--- src/sv/tsfb_pkg.sv ---
// Package with constants, types and the CRC byte step for the timesync frame builder.
package tsfb_pkg;

    localparam int unsigned FRAME_LEN = 28;

    localparam logic [7:0] START_BYTE  = 8'hfd;
    localparam logic [7:0] PAYLOAD_LEN = 8'd16;
    localparam logic [23:0] MSG_ID     = 24'd111;
    localparam logic [7:0] CRC_SEED    = 8'd34;
    localparam logic [15:0] CRC_INIT   = 16'hffff;

    localparam logic [7:0] SYSTEM_ID_RESET    = 8'd255;
    localparam logic [7:0] COMPONENT_ID_RESET = 8'd190;

    localparam logic [4:0] POS_START     = 5'd0;
    localparam logic [4:0] POS_LEN       = 5'd1;
    localparam logic [4:0] POS_SEQ       = 5'd4;
    localparam logic [4:0] POS_SYS       = 5'd5;
    localparam logic [4:0] POS_COMP      = 5'd6;
    localparam logic [4:0] POS_MSG0      = 5'd7;
    localparam logic [4:0] POS_MSG1      = 5'd8;
    localparam logic [4:0] POS_MSG2      = 5'd9;
    localparam logic [4:0] POS_STAMP     = 5'd18;
    localparam logic [4:0] POS_BODY_LAST = 5'd25;
    localparam logic [4:0] POS_CRC_LO    = 5'd26;
    localparam logic [4:0] POS_CRC_HI    = 5'd27;

    localparam logic REG_SYSTEM_ID    = 1'b0;
    localparam logic REG_COMPONENT_ID = 1'b1;

    typedef struct packed {
        logic init;
        logic step;
        logic seed;
    } t_crc_ctl;

    function automatic logic [15:0] crc_step(input logic [15:0] crc, input logic [7:0] b);
        logic [7:0] t;
        t = b ^ crc[7:0];
        t = t ^ {t[3:0], 4'h0};
        return {8'h00, crc[15:8]} ^ {t, 8'h00} ^ {5'h00, t, 3'h0} ^ {12'h000, t[7:4]};
    endfunction

endpackage

--- src/sv/tsfb_if.sv ---
// Interfaces for the request channel and the frame byte channel.
interface tsfb_req_if;
    logic               valid;
    logic               ready;
    logic [7:0]         sequence_req;
    logic signed [63:0] stamp;

    modport source (output valid, output sequence_req, output stamp, input ready);
    modport sink (input valid, input sequence_req, input stamp, output ready);
endinterface

interface tsfb_byte_if;
    logic       valid;
    logic       ready;
    logic [7:0] frame_byte;
    logic       last;

    modport source (output valid, output frame_byte, output last, input ready);
    modport sink (input valid, input frame_byte, input last, output ready);
endinterface

--- src/sv/timesync_frame_builder.sv ---
// Top level of the timesync frame builder: request intake, byte sequencer and register port.
// Each accepted request yields a 28-byte TIMESYNC packet, one byte per transfer on the
// frame channel, with last set on the final checksum byte. Bytes leave at one per cycle
// when the sink keeps ready high. The next request is accepted in the cycle that forms the
// final byte of the current packet. The timestamp is held in a shift register that moves
// one byte per cycle while stamp bytes are sent and the frame channel is not stalled, and
// the checksum is updated one byte per cycle while the frame channel is not stalled.
// System and component ids are written through the APB port at addresses 0 and 4.
module timesync_frame_builder (
    input  logic               i_clk,
    input  logic               i_rst_n,
    tsfb_req_if.sink           i_req,
    tsfb_byte_if.source        o_frame,
    input  logic               psel,
    input  logic               penable,
    input  logic               pwrite,
    input  logic [2:0]         paddr,
    input  logic [31:0]        pwdata,
    output logic [31:0]        prdata,
    output logic               pready
);
    import tsfb_pkg::*;

    logic        r_busy;
    logic [4:0]  r_pos;
    logic [7:0]  r_seq;
    logic [63:0] r_stamp;
    logic [7:0]  r_system_id;
    logic [7:0]  r_component_id;
    logic        r_out_valid;
    logic [7:0]  r_out_byte;
    logic        r_out_last;

    logic        w_adv;
    logic        w_accept;
    logic [7:0]  w_byte;
    logic [15:0] w_crc;
    t_crc_ctl    w_crc_ctl;

    assign w_adv    = r_busy && (!r_out_valid || o_frame.ready);
    assign i_req.ready = !r_busy || (w_adv && (r_pos == POS_CRC_HI));
    assign w_accept = i_req.valid && i_req.ready;

    always_comb begin
        case (r_pos)
            POS_START:  w_byte = START_BYTE;
            POS_LEN:    w_byte = PAYLOAD_LEN;
            POS_SEQ:    w_byte = r_seq;
            POS_SYS:    w_byte = r_system_id;
            POS_COMP:   w_byte = r_component_id;
            POS_MSG0:   w_byte = MSG_ID[7:0];
            POS_MSG1:   w_byte = MSG_ID[15:8];
            POS_MSG2:   w_byte = MSG_ID[23:16];
            POS_CRC_LO: w_byte = w_crc[7:0];
            POS_CRC_HI: w_byte = w_crc[15:8];
            default: begin
                if (r_pos >= POS_STAMP && r_pos <= POS_BODY_LAST) begin
                    w_byte = r_stamp[7:0];
                end else begin
                    w_byte = 8'h00;
                end
            end
        endcase
    end

    always_comb begin
        w_crc_ctl.init = w_accept;
        w_crc_ctl.step = w_adv && (r_pos >= POS_LEN) && (r_pos <= POS_BODY_LAST);
        w_crc_ctl.seed = w_adv && (r_pos == POS_BODY_LAST);
    end

    tsfb_crc u_crc (
        .i_clk   (i_clk),
        .i_rst_n (i_rst_n),
        .i_ctl   (w_crc_ctl),
        .i_byte  (w_byte),
        .o_crc   (w_crc)
    );

    always_ff @(posedge i_clk) begin
        if (!i_rst_n) begin
            r_busy      <= 1'b0;
            r_pos       <= POS_START;
            r_out_valid <= 1'b0;
        end else begin
            if (w_accept) begin
                r_busy <= 1'b1;
                r_pos  <= POS_START;
            end else if (w_adv) begin
                if (r_pos == POS_CRC_HI) begin
                    r_busy <= 1'b0;
                    r_pos  <= POS_START;
                end else begin
                    r_pos <= r_pos + 5'd1;
                end
            end
            if (w_adv) begin
                r_out_valid <= 1'b1;
            end else if (o_frame.ready) begin
                r_out_valid <= 1'b0;
            end
        end
    end

    always_ff @(posedge i_clk) begin
        if (w_accept) begin
            r_seq   <= i_req.sequence_req;
            r_stamp <= i_req.stamp;
        end else if (w_adv && r_pos >= POS_STAMP && r_pos <= POS_BODY_LAST) begin
            r_stamp <= {8'h00, r_stamp[63:8]};
        end
        if (w_adv) begin
            r_out_byte <= w_byte;
            r_out_last <= (r_pos == POS_CRC_HI);
        end
    end

    always_ff @(posedge i_clk) begin
        if (!i_rst_n) begin
            r_system_id    <= SYSTEM_ID_RESET;
            r_component_id <= COMPONENT_ID_RESET;
        end else if (psel && penable && pwrite) begin
            case (paddr[2])
                REG_SYSTEM_ID:    r_system_id    <= pwdata[7:0];
                REG_COMPONENT_ID: r_component_id <= pwdata[7:0];
                default: begin
                end
            endcase
        end
    end

    always_comb begin
        case (paddr[2])
            REG_SYSTEM_ID:    prdata = {24'h000000, r_system_id};
            REG_COMPONENT_ID: prdata = {24'h000000, r_component_id};
            default:          prdata = 32'h00000000;
        endcase
    end

    assign pready = 1'b1;

    assign o_frame.valid      = r_out_valid;
    assign o_frame.frame_byte = r_out_byte;
    assign o_frame.last       = r_out_last;

endmodule

--- src/sv/tsfb_crc.sv ---
// Byte-serial X.25 CRC accumulator with an optional seed byte step.
module tsfb_crc (
    input  logic              i_clk,
    input  logic              i_rst_n,
    input  tsfb_pkg::t_crc_ctl i_ctl,
    input  logic [7:0]        i_byte,
    output logic [15:0]       o_crc
);
    import tsfb_pkg::*;

    logic [15:0] r_crc;
    logic [15:0] n_crc;
    logic [15:0] w_after_byte;

    always_comb begin
        w_after_byte = i_ctl.step ? crc_step(r_crc, i_byte) : r_crc;
        n_crc = i_ctl.seed ? crc_step(w_after_byte, CRC_SEED) : w_after_byte;
        if (i_ctl.init) begin
            n_crc = CRC_INIT;
        end
    end

    always_ff @(posedge i_clk) begin
        if (!i_rst_n) begin
            r_crc <= CRC_INIT;
        end else begin
            r_crc <= n_crc;
        end
    end

    assign o_crc = r_crc;

endmodule
--- src/flat_wrapper.sv ---
// flat-port wrapper written by rule: the top's interface ports become plain ports
module timesync_frame_builder_flat import tsfb_pkg::*;
  (i_clk, i_rst_n, psel, penable, pwrite, paddr, pwdata, prdata, pready, i_req_valid, i_req_sequence_req, i_req_stamp, i_req_ready, o_frame_valid, o_frame_frame_byte, o_frame_last, o_frame_ready);
  tsfb_req_if i_req_i ();
  tsfb_byte_if o_frame_i ();
  input  logic i_clk;
  input  logic i_rst_n;
  input  logic psel;
  input  logic penable;
  input  logic pwrite;
  input  logic [2:0] paddr;
  input  logic [31:0] pwdata;
  output logic [31:0] prdata;
  output logic pready;
  input wire logic [$bits(i_req_i.valid)-1:0] i_req_valid;
  input wire logic [$bits(i_req_i.sequence_req)-1:0] i_req_sequence_req;
  input wire logic [$bits(i_req_i.stamp)-1:0] i_req_stamp;
  output wire logic [$bits(i_req_i.ready)-1:0] i_req_ready;
  output wire logic [$bits(o_frame_i.valid)-1:0] o_frame_valid;
  output wire logic [$bits(o_frame_i.frame_byte)-1:0] o_frame_frame_byte;
  output wire logic [$bits(o_frame_i.last)-1:0] o_frame_last;
  input wire logic [$bits(o_frame_i.ready)-1:0] o_frame_ready;
  assign i_req_i.valid = i_req_valid;
  assign i_req_i.sequence_req = i_req_sequence_req;
  assign i_req_i.stamp = i_req_stamp;
  assign i_req_ready = i_req_i.ready;
  assign o_frame_valid = o_frame_i.valid;
  assign o_frame_frame_byte = o_frame_i.frame_byte;
  assign o_frame_last = o_frame_i.last;
  assign o_frame_i.ready = o_frame_ready;
  timesync_frame_builder u_core (.i_clk(i_clk), .i_rst_n(i_rst_n), .i_req(i_req_i), .o_frame(o_frame_i), .psel(psel), .penable(penable), .pwrite(pwrite), .paddr(paddr), .pwdata(pwdata), .prdata(prdata), .pready(pready));
endmodule
--- config.mk ---
export PLATFORM = sky130hd
export DESIGN_NAME = timesync_frame_builder_flat
export DESIGN_NICKNAME = d
export VERILOG_FILES = /design/src/sv/tsfb_pkg.sv /design/src/sv/tsfb_if.sv /design/src/sv/timesync_frame_builder.sv /design/src/sv/tsfb_crc.sv /design/src/flat_wrapper.sv
export SDC_FILE = /design/constraint.sdc
export NUM_CORES = 1
export LEC_CHECK = 0
export BUFFER_PORTS_ARGS = -buffer_cell sky130_fd_sc_hd__buf_2
export CAP_MARGIN = 5
export CELL_PAD_IN_SITES_DETAIL_PLACEMENT = 1
export CELL_PAD_IN_SITES_GLOBAL_PLACEMENT = 1
export CORE_MARGIN = 4
export CORE_UTILIZATION = 41
export DETAILED_ROUTE_END_ITERATION = 7
export MAX_ROUTING_LAYER = met4
export PLACE_DENSITY = 0.86
export SLEW_MARGIN = 20
export SYNTH_ARGS = -nofsm -noshare
export SYNTH_HDL_FRONTEND = slang
export SYNTH_SLANG_ARGS = --single-unit
--- constraint.sdc ---
create_clock -name i_clk -period 4.4 [get_ports i_clk]
set_input_delay 0.44 -clock i_clk [delete_from_list [all_inputs] [get_ports i_clk]]
set_output_delay 0.44 -clock i_clk [all_outputs]
set_load 0.05 [all_outputs]
-- Word level (Yosys, flattened, before mapping)
Cells that the tools add are included.
- register bits: 120
- input port bits: 114
- output and inout port bits: 44
- add/subtract/negate cells: 1
- magnitude comparators: 3
- eq/ne operators: 10
- multiplexer cells: 13
- bitwise operators: 12
- reductions and logical operators: 25
- operator list (cell ; number):
    64-bit two-way mux ; 2
    8-bit case mux with 9 select lines ; 1
    32-bit case mux with 2 select lines ; 1
    16-bit two-way mux ; 2
    16-bit by 11-bit XOR with 16-bit output ; 2
    16-bit by 4-bit XOR with 16-bit output ; 2
    8-bit by 16-bit XOR with 16-bit output ; 2
    8-bit XOR ; 3
    5-bit by 3-bit equality test with 1-bit output (second input constant) ; 4
    5-bit equality test (second input constant) ; 3
    1-bit logical AND ; 11
    5-bit by 4-bit equality test with 1-bit output (second input constant) ; 2
    8-bit two-way mux ; 1
    2-bit nonzero test ; 4
    2-bit AND reduction ; 3
    5-bit by 1-bit adder with 5-bit output (second input constant) ; 1
    5-bit by 1-bit equality test with 1-bit output (second input constant) ; 1
    5-bit by 1-bit greater-or-equal comparator with 1-bit output (second input constant) ; 1
    5-bit greater-or-equal comparator (second input constant) ; 1
    5-bit less-or-equal comparator (second input constant) ; 1
    5-bit zero test ; 1
    1-bit two-way mux ; 5
    5-bit two-way mux ; 1
    2-bit OR reduction ; 2
    other kinds (4) ; 7

-- Logic depth before layout (Yosys ltp)
Gate-level depths: netlist (run 1).
- depth after elaboration: 16
- mapped depth: 14
- depth with buffers taken out: 12

-- By module
Synthesis (run 1) repeated with hierarchy kept, for this count alone.
- cells, all modules: 536
- area total of the unflattened synthesis: 6432.4 µm²
- modules (own cells, without submodules) (module ; instances ; cells an instance ; area each (µm²) ; sequential area each (µm²)):
    timesync_frame_builder ; 1 ; 388 ; 4973.5 ; 2892.8
    tsfb_crc ; 1 ; 148 ; 1458.9 ; 320.3

-- Worst setup path before layout (run 1)
OpenSTA, ideal clock, no wires.
- path kind: register to register
- from: reg u_core.r_out_valid, in the netlist u_core.o_frame.valid
- to: reg u_core.r_stamp[0] (enable)
- library setup time: 0.691 ns
- arrival: 2.849 ns
- data required time: 3.709 ns
- setup slack: 0.859 ns
- stages on the path, launching flop included: 8
- clock period less this slack: 3.541 ns
- path through: dfxtp_1 > nand2b_1 > nand2_1 > o21ai_0 > nand2_1 > clkbuf_1 > clkbuf_1 > nand2_1
- word-level cells in the longest chain between the ends: 7
- elaborated cells on any way between the ends: 9
- classes of those cells: reduce/logical: 9
- ends and longest elaborated chain (item ; RTL line ; RTL):
    start: declaration ; timesync_frame_builder.sv:30 ; logic r_out_valid;
    start signal: assignment ; timesync_frame_builder.sv:84 ; r_out_valid <= 1'b0;
    start signal: assignment ; timesync_frame_builder.sv:98 ; r_out_valid <= 1'b1;
    start signal: assignment ; timesync_frame_builder.sv:100 ; r_out_valid <= 1'b0;
    1-bit zero test (*) ; timesync_frame_builder.sv:40 ; assign w_adv = r_busy && (!r_out_valid || o_frame.ready);
    1-bit logical OR (*) ; timesync_frame_builder.sv:40 ;
    1-bit logical AND (*) ; timesync_frame_builder.sv:40 ;
    1-bit logical AND ; timesync_frame_builder.sv:41 ; assign i_req.ready = !r_busy || (w_adv && (r_pos == POS_CRC_HI));
    1-bit logical OR ; timesync_frame_builder.sv:41 ;
    1-bit logical AND ; timesync_frame_builder.sv:42 ; assign w_accept = i_req.valid && i_req.ready;
    2-bit nonzero test (no source line) (*) ; n/a ;
    end signal: assignment ; timesync_frame_builder.sv:108 ; r_stamp <= i_req.stamp;
    end signal: assignment ; timesync_frame_builder.sv:110 ; r_stamp <= {8'h00, r_stamp[63:8]};
    end: declaration ; timesync_frame_builder.sv:27 ; logic [63:0] r_stamp;
Every way passes the cells marked *; elsewhere a longest branch is shown, timed or not.
A chain may end at the register's enable or synchronous reset.

-- Worst setup path after layout (run 1)
- from: reg u_core.r_pos[0]
- to: reg u_core.u_crc.r_crc[8], in the netlist u_core.u_crc.o_crc[8]
- word-level cells in the longest chain between the ends: 14
- elaborated cells on any way between the ends: 37
- classes of those cells: order compare: 3; eq/ne: 10; mux: 4; bitwise: 10; reduce/logical: 10
- ends and longest elaborated chain (item ; RTL line ; RTL):
    start: declaration ; timesync_frame_builder.sv:25 ; logic [4:0] r_pos;
    start signal: assignment ; timesync_frame_builder.sv:94 ; r_pos <= r_pos + 5'd1;
    5-bit greater-or-equal comparator / 5-bit less-or-equal comparator (equally long branches) ; timesync_frame_builder.sv:57, timesync_frame_builder.sv:68 ;
    1-bit logical AND ; timesync_frame_builder.sv:57 ; if (r_pos >= POS_STAMP && r_pos <= POS_BODY_LAST) begin
    8-bit two-way mux ; timesync_frame_builder.sv:57 ;
    8-bit case mux with 9 select lines ; timesync_frame_builder.sv:45 ; case (r_pos)
    8-bit XOR ; tsfb_pkg.sv:39 ; t = b ^ crc[7:0];
    8-bit XOR ; tsfb_pkg.sv:40 ; t = t ^ {t[3:0], 4'h0};
    16-bit by 11-bit XOR with 16-bit output ; tsfb_pkg.sv:41 ; return {8'h00, crc[15:8]} ^ {t, 8'h00} ^ {5'h00, t, 3'h0} ^ {12'h000, t[7:4]};
    16-bit by 4-bit XOR with 16-bit output ; tsfb_pkg.sv:41 ;
    16-bit two-way mux ; tsfb_crc.sv:16 ; w_after_byte = i_ctl.step ? crc_step(r_crc, i_byte) : r_crc;
    2-bit NOT (no source line) ; n/a ;
    8-bit XOR ; tsfb_pkg.sv:40 ;
    16-bit by 11-bit XOR with 16-bit output ; tsfb_pkg.sv:41 ;
    16-bit by 4-bit XOR with 16-bit output ; tsfb_pkg.sv:41 ;
    16-bit two-way mux ; tsfb_crc.sv:17 ; n_crc = i_ctl.seed ? crc_step(w_after_byte, CRC_SEED) : w_after_byte;
    end signal: assignment ; tsfb_crc.sv:27 ; r_crc <= n_crc;
    end: declaration ; tsfb_crc.sv:11 ; logic [15:0] r_crc;
Several ways; a longest one is shown, not always the timed one.

==> results of run 1 <==
## metrics by stage
| stage | hold slack, ns | cells | utilization | power (mW) |
|---|---|---|---|---|
| 2_1_floorplan | 0.445 | 721 | - | 1.64 |
| 3_3_place_gp | 0.473 | 987 | 0.464 | 1.74 |
| 3_5_place_dp | 0.480 | 987 | 0.464 | 1.75 |
| 4_1_cts | 0.178 | 1019 | 0.508 | 3.36 |
| 5_1_grt | 0.180 | 1022 | 0.508 | 3.46 |
| 6_report | 0.191 | 1022 | 0.508 | 3.34 |
## cell type report
type,instances,area share
clock buffers,17,0.0547
clock inverters,15,0.0318
inverters,14,0.00691
flip-flops and latches,120,0.413
repair buffers,114,0.0759
diodes,3,0.000965
multi-input cells,528,0.383
well taps,211,0.0339
## layer usage
metal  track usage  vias to the layer above
met1         0.250                     2647
met4        0.0857                        0
met3        0.0540                       32
met5             -                        -
met2         0.387                      174
li1              -                     2580
## cells in the mapped netlist, types with 5 or more instances
master	number
a21oi_1	15
xor2_1	7
nand3_1	29
edfxtp_1	81
a221o_1	5
o211ai_1	6
a22oi_1	6
a22o_1	5
and3_1	15
mux2i_1	7
nor3_1	9
o21ai_0	13
clkbuf_1	24
mux2_2	10
nand2b_1	8
inv_1	10
xnor2_1	14
nor2_1	21
dfxtp_1	39
buf_2	6
a21boi_0	5
nand2_1	243
buf_4	25
## sequential cells by signal, summed over array words and instances, names as in the netlist
signal,flops
u_core.o_frame.frame_byte,8
u_core.r_pos,5
u_core.r_component_id,8
u_core.r_busy,1
u_core.r_stamp,64
u_core.u_crc.o_crc,16
u_core.r_seq,8
u_core.o_frame.last,1
u_core.r_system_id,8
u_core.o_frame.valid,1
## final timing paths
path                            slack [ns]  depth (start not counted)                     to                   from
worst min-delay path                  0.19                          1        u_core.r_seq[7]  i_req_sequence_req[7]
worst max-delay path                  0.26                         12  u_core.u_crc.o_crc[8]        u_core.r_pos[0]
worst min register to register        0.49                          2  u_core.r_system_id[0]  u_core.r_system_id[0]
worst max register to register        0.26                         12  u_core.u_crc.o_crc[8]        u_core.r_pos[0]
## cells by family (layout without fill, tap and decap cells)
| logic type | after synthesis | in the layout | share of synthesized area |
|---|---|---|---|
| buf+inv | 73 | 160 | 0.0579 |
| xor+xnor | 28 | 28 | 0.0500 |
| fa+ha+maj | 4 | 4 | 0.00773 |
| compound gates | 97 | 97 | 0.113 |
| simple gates | 354 | 354 | 0.238 |
| flops | 120 | 120 | 0.496 |
| other cells | 2 | 28 | 0.00116 |
| mux | 20 | 20 | 0.0361 |
## where the power goes
part	total (mW)	switching (mW)	internal, mW
clock	1.60	0.535	1.06
combinational	0.425	0.285	0.140
sequential	1.31	0.0290	1.28
total	3.34	0.849	2.49
==> flow_metrics.env, run 1 <==
export IMPL_status="completed"
export IMPL_fp_coreArea_um2=15300
export IMPL_ir_drop_mv=0.272
export IMPL_async_flop_share=0
export IMPL_dpl_hpwl_um=13300
export IMPL_syn_instance_count=698
export IMPL_area_growth_synth_to_final_pct=20.1
export IMPL_worstSetupStartpointType="register"
export IMPL_clk_pin_slew_worst_paths_ns=0.06
export IMPL_dr_wl_met3_um=1120
export IMPL_grt_use_total=0.224
export IMPL_synth_area_um2=6480
export IMPL_final_cell_mix="241 x nand2_1, 106 x buf_2, 81 x edfxtp_1, 39 x dfxtp_1, 29 x nand3_1"
export IMPL_fp_dieH_um=134
export IMPL_synth_seq_cells=120
export IMPL_cp_end_kind="register"
export IMPL_fin_crit_sh=0.941
export IMPL_grt_pass1_wl_um=30100
export IMPL_total_leakage_power_nw=3.42
export IMPL_insertion_delay_ns=0.42
export IMPL_rows=45
export IMPL_regArea_um2=3210
export IMPL_dieArea_um2=17900
export IMPL_drt_iter0_drc=330
export IMPL_final_cell_area_um2=7780
export IMPL_synth_area_leaders="edfxtp_1 38%, nand2_1 14%, dfxtp_1 12%"
export IMPL_fill_cells=1838
export IMPL_h_tree_depth=4
export IMPL_power_density_nw_per_um2=429
export IMPL_worst_slew_pin_slew_ns=0.901
export IMPL_layout_min_cycle_time_ns=4.14
export IMPL_crit_fanout=13
export IMPL_finalSetupViolations=0
export IMPL_slowest_stage="or4_4"
export IMPL_post_dp_cell_area_um2=7100
export IMPL_drt_pass1_iterations=5
export IMPL_die_width_um=134
export IMPL_antenna_found_initial=3
export IMPL_grt_ovfl_total=0
export IMPL_clock_sinks=120
export IMPL_synth_edf_count=81
export IMPL_tritoncts="done"
export IMPL_maxSlewViolCount=0
export IMPL_nets=913
export IMPL_grt_max_degree=65
export IMPL_dp_slack_ns=0.527
export IMPL_synth_ff_type="edfxtp_1"
export IMPL_max_clock_path_buffers=2
export IMPL_start_util=0.423
export IMPL_wl_met2_um=9950
export IMPL_yosys_area_top_type_share=0.376
export IMPL_drc=0
export IMPL_slew_headroom=0.398
export IMPL_wl_um=19200
export IMPL_fin_tns_setup_ns=0
export IMPL_vias_per_cell=5.32
export IMPL_ant_nets=0
export IMPL_critical_path_class="reg -> reg"
export IMPL_crit_arrival_ns=4.48
export IMPL_yosysWarnings=0
export IMPL_wl_met1_um=7660
export IMPL_cpPeakStageDelay_ns=0.51
export IMPL_grt_pass1_vias=5717
export IMPL_cts_hold_buf=0
export IMPL_required_ns=4.74
export IMPL_rsz0062_at_grt="no"
export IMPL_yosys_area_top_type="edfxtp_1"
export IMPL_cp_cell_sequence="inv_1 > ha_1 > or4_4 > o21ai_0 > nor2_1 > a221o_1 > mux2_2 > xnor3_1 > o21ai_2 > xnor2_1 > and3_1 > nor3_1"
export IMPL_drive_gt1_frac=0.226
export IMPL_cts_setup_buffers=0
export IMPL_ctsResizeCount=0
export IMPL_avgSynthCellArea_um2=9.28
export IMPL_max_freq_mhz=242
export IMPL_ios=158
export IMPL_setup_ws_ns=0.262
export IMPL_hold_path_class="in -> reg"
export IMPL_crit_family="simple AND/OR/NAND/NOR gates"
export IMPL_wl_per_cell_um=18.8
export IMPL_cts_buffers=17
export IMPL_hold_viol=0
export IMPL_final_common_cell="nand2_1"
export IMPL_multi_input_area_um2=2980
export IMPL_route_vias_total=5433
export IMPL_root_buffer="clkbuf_16"
export IMPL_ys_seq_area_frac=0.496
export IMPL_numPortBuffers=106
export IMPL_cp_num_buf_inv=1
export IMPL_clock_skew_ns=0.0100
export IMPL_gp_congestion=0.876
export IMPL_max_cap_viol_count=0
export IMPL_highest_layer="met4"
export IMPL_ys_types=76
Note: power is estimated with default switching activity, not from simulation.
==> run 2, diff against run 1 <==
--- a/config.mk
+++ b/config.mk
@@ -5,12 +5,13 @@
 export SDC_FILE = /design/constraint.sdc
 export NUM_CORES = 1
 export LEC_CHECK = 0
+export ABC_AREA = 1
 export BUFFER_PORTS_ARGS = -buffer_cell sky130_fd_sc_hd__buf_2
 export CAP_MARGIN = 5
 export CELL_PAD_IN_SITES_DETAIL_PLACEMENT = 1
 export CELL_PAD_IN_SITES_GLOBAL_PLACEMENT = 1
 export CORE_MARGIN = 4
-export CORE_UTILIZATION = 41
+export CORE_UTILIZATION = 39
 export DETAILED_ROUTE_END_ITERATION = 7
 export MAX_ROUTING_LAYER = met4
 export PLACE_DENSITY = 0.86
==> run 2 against run 1 <==
Cell count is 19% higher. Utilization shrank 3.1 points. Cell area rose by 1.6%. Sequential power about the same. Clock power fell by 10%. Synthesized cell count rose by 25%. First-iteration DRC count up 8.2%. Clock skew barely moved. Critical path type unchanged.
==> flow_metrics.env, run 2 <==
export IMPL_grt_pass1_vias=6506
export IMPL_synth_common_cells="390 x nand2_1, 99 x nand3_1, 81 x edfxtp_1"
export IMPL_numPortBuffers=106
export IMPL_post_dp_cell_area_um2=7300
export IMPL_fp_dieH_um=138
export IMPL_antenna_found_initial=3
export IMPL_vias_per_cell=5.06
export IMPL_yosys_area_top_type="edfxtp_1"
export IMPL_hold_depth=1
export IMPL_maxSlewViolCount=0
export IMPL_synth_seq_cells=120
export IMPL_ys_seq_area_frac=0.485
export IMPL_rows=47
export IMPL_root_buffer="clkbuf_16"
export IMPL_synth_ff_type="edfxtp_1"
export IMPL_max_clock_path_buffers=2
export IMPL_total_leakage_power_nw=3.82
export IMPL_nets=1097
export IMPL_area_growth_synth_to_final_pct=19.5
export IMPL_final_cell_area_um2=7910
export IMPL_min_from="i_req_sequence_req[5]"
export IMPL_largest_reg_flops=64
export IMPL_die_width_um=138
export IMPL_clock_skew_ns=0.00984
export IMPL_fin_crit_sh=0.709
export IMPL_hold_path_class="in -> reg"
export IMPL_reg2reg_to="u_core.u_crc.o_crc[6]"
export IMPL_synth_edf_count=81
export IMPL_rr_worst_depth=17
export IMPL_slew_headroom=0.319
export IMPL_grt_pass1_wl_um=32200
export IMPL_final_core_util=0.477
export IMPL_drt_pass1_iterations=6
export IMPL_fin_tns_setup_ns=0
export IMPL_cts_hold_buf=0
export IMPL_grt_use_total=0.215
export IMPL_gp_congestion=0.916
export IMPL_final_cell_mix="390 x nand2_1, 106 x buf_2, 99 x nand3_1, 81 x edfxtp_1, 55 x inv_1"
export IMPL_regToRegSetupSlack_ns=1.28
export IMPL_h_tree_depth=4
export IMPL_regMostFlops="u_core.r_stamp"
export IMPL_rsz0062_at_grt="no"
export IMPL_cts_buffers=17
export IMPL_yosys_area_top_type_share=0.367
export IMPL_drc=0
export IMPL_required_ns=4.69
export IMPL_wl_um=19500
export IMPL_yosysWarnings=0
export IMPL_min_to="u_core.r_seq[5]"
export IMPL_synth_area_um2=6620
export IMPL_ys_types=37
export IMPL_insertion_delay_ns=0.42
export IMPL_start_util=0.399
export IMPL_ctsResizeCount=0
export IMPL_grt_ovfl_total=0
export IMPL_finalSetupViolations=0
export IMPL_critical_path_class="reg -> reg"
export IMPL_ant_nets=0
export IMPL_yosys_cell_count_top_type="nand2_1"
export IMPL_placed_cells=1180
export IMPL_drive_gt1_frac=0.203
export IMPL_async_flop_share=0
export IMPL_dieArea_um2=19100
export IMPL_ios=158
export IMPL_layout_min_cycle_time_ns=3.12
export IMPL_grt_max_degree=66
export IMPL_crit_arrival_ns=3.41
export IMPL_max_cap_viol_count=0
export IMPL_dpl_hpwl_um=14100
export IMPL_wl_per_cell_um=16.1
export IMPL_worst_slew_pin_slew_ns=1.02
export IMPL_fp_coreArea_um2=16600
export IMPL_max_freq_mhz=320
export IMPL_avgSynthCellArea_um2=7.57
export IMPL_hold_viol=0
export IMPL_route_vias_total=6147
export IMPL_crit_fanout=8
export IMPL_final_common_cell="nand2_1"
export IMPL_syn_instance_count=874
export IMPL_status="completed"
export IMPL_cp_end_kind="register"
export IMPL_power_density_nw_per_um2=405
export IMPL_worstSetupStartpointType="register"
export IMPL_drt_iter0_drc=357
export IMPL_synth_area_leaders="edfxtp_1 37%, nand2_1 22%, dfxtp_1 12%"
export IMPL_layoutNonFillerInstCount=1215
export IMPL_clock_sinks=120
export IMPL_cts_setup_buffers=0
export IMPL_clk_pin_slew_worst_paths_ns=0.06
export IMPL_worstReg2RegStart="u_core.r_pos[1]"
export IMPL_ir_drop_mv=0.287
export IMPL_tritoncts="done"
==> run 2: changes by cell type after synthesis, sizes merged, moves of 6 or more <==
cell	previous run	this run
nand4	1	7
mux2	11	0
inv	13	64
nand3	29	106
xnor2	17	0
nor2	22	47
nand2	244	422
clkbuf	24	15
nand2b	8	0
a21oi	16	8
and3	17	0
mux2i	9	0
==> run 2: kinds of logic (layout without fill, tap and decap cells) <==
logic type                 count (synthesis)  in the layout  synth area share
adders and majority gates                  4              4           0.00756
DFF                                      120            120             0.485
buffers and inverters                    115            210            0.0815
AOI/OAI and AO/OA                         37             37            0.0348
other                                      2             28           0.00113
xor gates and xnor gates                   2              2           0.00265
and+or+nand+nor                          594            594             0.387
==> run 2: power breakdown <==
group | internal, mW | leakage, nW | total [mW] | switching, mW
Combinational | 0.124 | 2.45 | 0.453 | 0.329
Clock | 0.897 | 0.285 | 1.44 | 0.545
Sequential | 1.28 | 1.09 | 1.31 | 0.0264
Total | 2.31 | 3.82 | 3.21 | 0.901
==> run 2: how the worst max path moves through the flow <==
stage	startpoint	endpoint	slack, ns	cells past startpoint
2_1_floorplan	u_core.r_pos[0]	u_core.r_stamp[0]	0.02	7
4_1_cts	u_core.r_pos[2]	u_core.u_crc.o_crc[6]	1.31	16
3_3_place_gp	o_frame_ready	u_core.r_pos[4]	1.30	12
6_report	u_core.r_pos[1]	u_core.u_crc.o_crc[6]	1.28	17
5_1_grt	u_core.r_pos[0]	u_core.u_crc.o_crc[6]	0.95	18
3_5_place_dp	o_frame_ready	u_core.r_pos[4]	1.24	12
==> run 2: final cells by class <==
type / instances / area, um2
Fill cell: 2111 / 8670
Sequential cell: 120 / 3210
Multi-Input combinational cell: 662 / 2980
Timing Repair Buffer: 113 / 583
Clock buffer: 19 / 433
Tap cell: 220 / 275
Inverter: 65 / 244
Clock inverter: 13 / 170
Antenna cell: 3 / 7.51
==> run 2: per-stage QoR <==
stage | total power [mW] | worst slack, ns | hold WS [ns]
final | 3.21 | 1.28 | 0.193
after global routing | 3.33 | 0.950 | 0.180
after CTS | 3.23 | 1.31 | 0.174
after detailed placement | 1.79 | 1.24 | 0.475
after global placement | 1.77 | 1.30 | 0.471
after floorplan | 1.67 | 0.0151 | 0.450
==> run 2: critical path, stage by stage, from the launching register on <==
cell and delay (ns):
dfxtp_1 0.44, ha_1 0.38, inv_1 0.16, nor3_2 0.54, nand2_1 0.12, nand3_1 0.11, nor2_1 0.07, nand2_2 0.09
nand2_1 0.07, nand2_2 0.09, inv_2 0.04, nand2_1 0.05, nand2_1 0.09, nand2_1 0.08, o21ai_0 0.15, or2_1 0.27
nand3_1 0.11, nand3_1 0.11
==> run 2: layer usage <==
metal | up-vias | wire, um | GRT usage
li1 | 2984 | - | -
met3 | 37 | 1210 | 0.0570
met2 | 191 | 9640 | 0.350
met4 | 0 | 484 | 0.0775
met5 | - | 0 | -
met1 | 2935 | 8210 | 0.257
==> run 3, diff against run 2 <==
==> constraint.sdc (replaced) <==
create_clock -name i_clk -period 3.2 [get_ports i_clk]
set_input_delay 0.32 -clock i_clk [delete_from_list [all_inputs] [get_ports i_clk]]
set_output_delay 0.32 -clock i_clk [all_outputs]
set_load 0.05 [all_outputs]
==> run 3 against run 2 <==
Register-to-register slack got worse by 1.0 ns. Non-clock buffer count is 9 higher. Sequential share of layout area down 0.28 points. Utilization up 0.33 points. Worst hold slack got worse by 0.13 ns. Power grew 33%. Combinational power increased by 40%. Via count up 0.23%. Count of clock-buffer cells in the layout fell by 1. Critical endpoint is now u_core.u_crc.o_crc[1]. Highest routed layer unchanged.
==> flow_metrics.env, run 3 (same netlist as run 2, synthesis figures left out) <==
export IMPL_required_ns=3.52
export IMPL_cts_buffers=17
export IMPL_finalSetupViolations=0
export IMPL_start_util=0.399
export IMPL_use_met2=0.359
export IMPL_die_width_um=138
export IMPL_ios=158
export IMPL_worstSetupStartpointType="register"
export IMPL_rows=47
export IMPL_fill_cells=2146
export IMPL_antenna_found_initial=3
export IMPL_drt_iter0_drc=289
export IMPL_fin_crit_sh=0.916
export IMPL_whs_ns=0.0676
export IMPL_largest_reg_flops=64
export IMPL_fp_dieH_um=138
export IMPL_clock_sinks=120
export IMPL_worstReg2RegStart="u_core.r_pos[0]"
export IMPL_placed_cells=1189
export IMPL_max_cap_viol_count=0
export IMPL_crit_arrival_ns=3.25
export IMPL_final_cell_mix="390 x nand2_1, 106 x buf_2, 99 x nand3_1, 81 x edfxtp_1, 55 x inv_1"
export IMPL_max_freq_mhz=341
export IMPL_drc=0
export IMPL_grt_use_total=0.213
export IMPL_rr_worst_depth=18
export IMPL_route_vias_total=6161
export IMPL_worst_slew_pin_slew_ns=0.634
export IMPL_regToRegSetupSlack_ns=0.27
export IMPL_status="completed"
export IMPL_rsz0062_at_grt="no"
export IMPL_numPortBuffers=106
export IMPL_hold_viol=0
export IMPL_dieArea_um2=19100
export IMPL_grt_ovfl_total=0
export IMPL_grt_pass1_vias=6357
export IMPL_vias_per_cell=5.03
export IMPL_fin_tns_setup_ns=0
export IMPL_maxSlewViolCount=0
export IMPL_nets=1106
export IMPL_hold_path_class="in -> reg"
export IMPL_gp_congestion=0.893
export IMPL_root_buffer="clkbuf_16"
export IMPL_ant_nets=0
export IMPL_cp_cell_sequence="inv_1 > ha_2 > inv_1 > nand2_1 > a21oi_4 > nand3_1 > nand2_1 > nand2_1 > nand2_1 > nand2_1 > nand2_1 > nand2_1 > nand3_2 > nand2_4 > nand2_1 > nand3b_1 > nand3_1 > nand2_1"
export IMPL_tritoncts="done"
export IMPL_drt_pass1_iterations=5
export IMPL_critical_path_class="reg -> reg"
export IMPL_layoutNonFillerInstCount=1224
export IMPL_cp_end_kind="register"
export IMPL_crit_top_cell="nand2_1"
export IMPL_clock_skew_ns=0.00661
export IMPL_power_density_nw_per_um2=534
export IMPL_use_met1=0.244
export IMPL_worstSetupStartpoint="u_core.r_pos[0]"
export IMPL_max_clock_path_buffers=2
export IMPL_insertion_delay_ns=0.43
export IMPL_busiest_layer="met2"
export IMPL_use_met3=0.0587
export IMPL_grt_pass1_wl_um=31700
export IMPL_crit_fanout=8
export IMPL_final_common_cell="nand2_1"
export IMPL_layout_min_cycle_time_ns=2.93
export IMPL_grt_max_degree=66
export IMPL_h_tree_depth=4
export IMPL_drive_gt1_frac=0.211
export IMPL_endpoint="u_core.u_crc.o_crc[1]"
export IMPL_cts_setup_buffers=0
export IMPL_regMostFlops="u_core.r_stamp"
export IMPL_fp_coreArea_um2=16600
export IMPL_clk_pin_slew_worst_paths_ns=0.06
export IMPL_area_growth_synth_to_final_pct=20.3
export IMPL_dpl_hpwl_um=14400
export IMPL_total_leakage_power_nw=3.84
export IMPL_reg2reg_to="u_core.u_crc.o_crc[1]"
export IMPL_cpPeakStageDelay_ns=0.48
export IMPL_wl_um=19700
export IMPL_slowest_stage="dfxtp_1"
export IMPL_slew_headroom=0.578
export IMPL_wl_per_cell_um=16.1
export IMPL_ir_drop_mv=0.393
[run 3: cell types whose count changed in the layout (fill, tap and decap cells not counted), moves of 2 or more]
cell       change
buf_4          +6
buf_12         +3
bufinv_16      -2
clkinv_1       +2
[run 3: area by class of cell]
type                       instances  area (um2)  area share
sequential                       120        3210       0.403
multi-input combinational        662        2980       0.374
timing repair buffer             122         688      0.0864
clock buffer                      18         429      0.0539
tap                              220         275      0.0346
inverter                          65         244      0.0306
clock inverter                    14         125      0.0157
antenna                            3        7.51    0.000943
[run 3: report_power, final]
part           switching [mW]  internal, mW
logic                   0.454         0.180
clock network           0.745          1.07
registers              0.0376          1.77
[run 3: critical path, delay by kind of cell, from the launching register on]
kind | cells | cell delay, ns
buffers and inverters | 2 | 0.27
DFF | 1 | 0.48
and+or+nand+nor | 14 | 1.46
adders and majority gates | 1 | 0.26
AOI/OAI and AO/OA | 1 | 0.35
[run 3: metal layers]
layer,vias up,part of all wire
li1,3010,-
met1,2954,0.42
met2,168,0.50
met3,29,0.063
met4,0,0.021
met5,-,0
[run 3: repair_timing]
| item | in CTS | in global routing |
|---|---|---|
| hold buffers | 0 | 0 |
| gates resized for setup | 0 | 2 |
| endpoints found under the setup margin | 0 | 12 |
| hold endpoints to repair | 0 | 0 |
[run 3: stage by stage]
stage | cell area, um2 | worst slack [ns] | total power, mW | utilization
after floorplan | 6720 | 0.192 | 2.29 | -
after global placement | 7400 | 0.373 | 2.44 | 0.446
after detailed placement | 7400 | 0.269 | 2.47 | 0.446
after CTS | 7950 | 0.209 | 4.29 | 0.480
after global routing | 7970 | 0.0269 | 4.43 | 0.480
final | 7970 | 0.269 | 4.25 | 0.480
[run 3: worst min path at each step]
| stage | start | to | slack (ns) | cells after the start |
|---|---|---|---|---|
| floorplan | i_req_sequence_req[0] | u_core.r_seq[0] | 0.42 | 0 |
| global placement | u_core.r_component_id[2] | u_core.r_component_id[2] | 0.47 | 2 |
| detailed placement | u_core.r_system_id[0] | u_core.r_system_id[0] | 0.48 | 2 |
| CTS | i_req_sequence_req[5] | u_core.r_seq[5] | 0.05 | 1 |
| global route | i_req_sequence_req[5] | u_core.r_seq[5] | 0.05 | 1 |
| finish | i_req_sequence_req[5] | u_core.r_seq[5] | 0.07 | 1 |
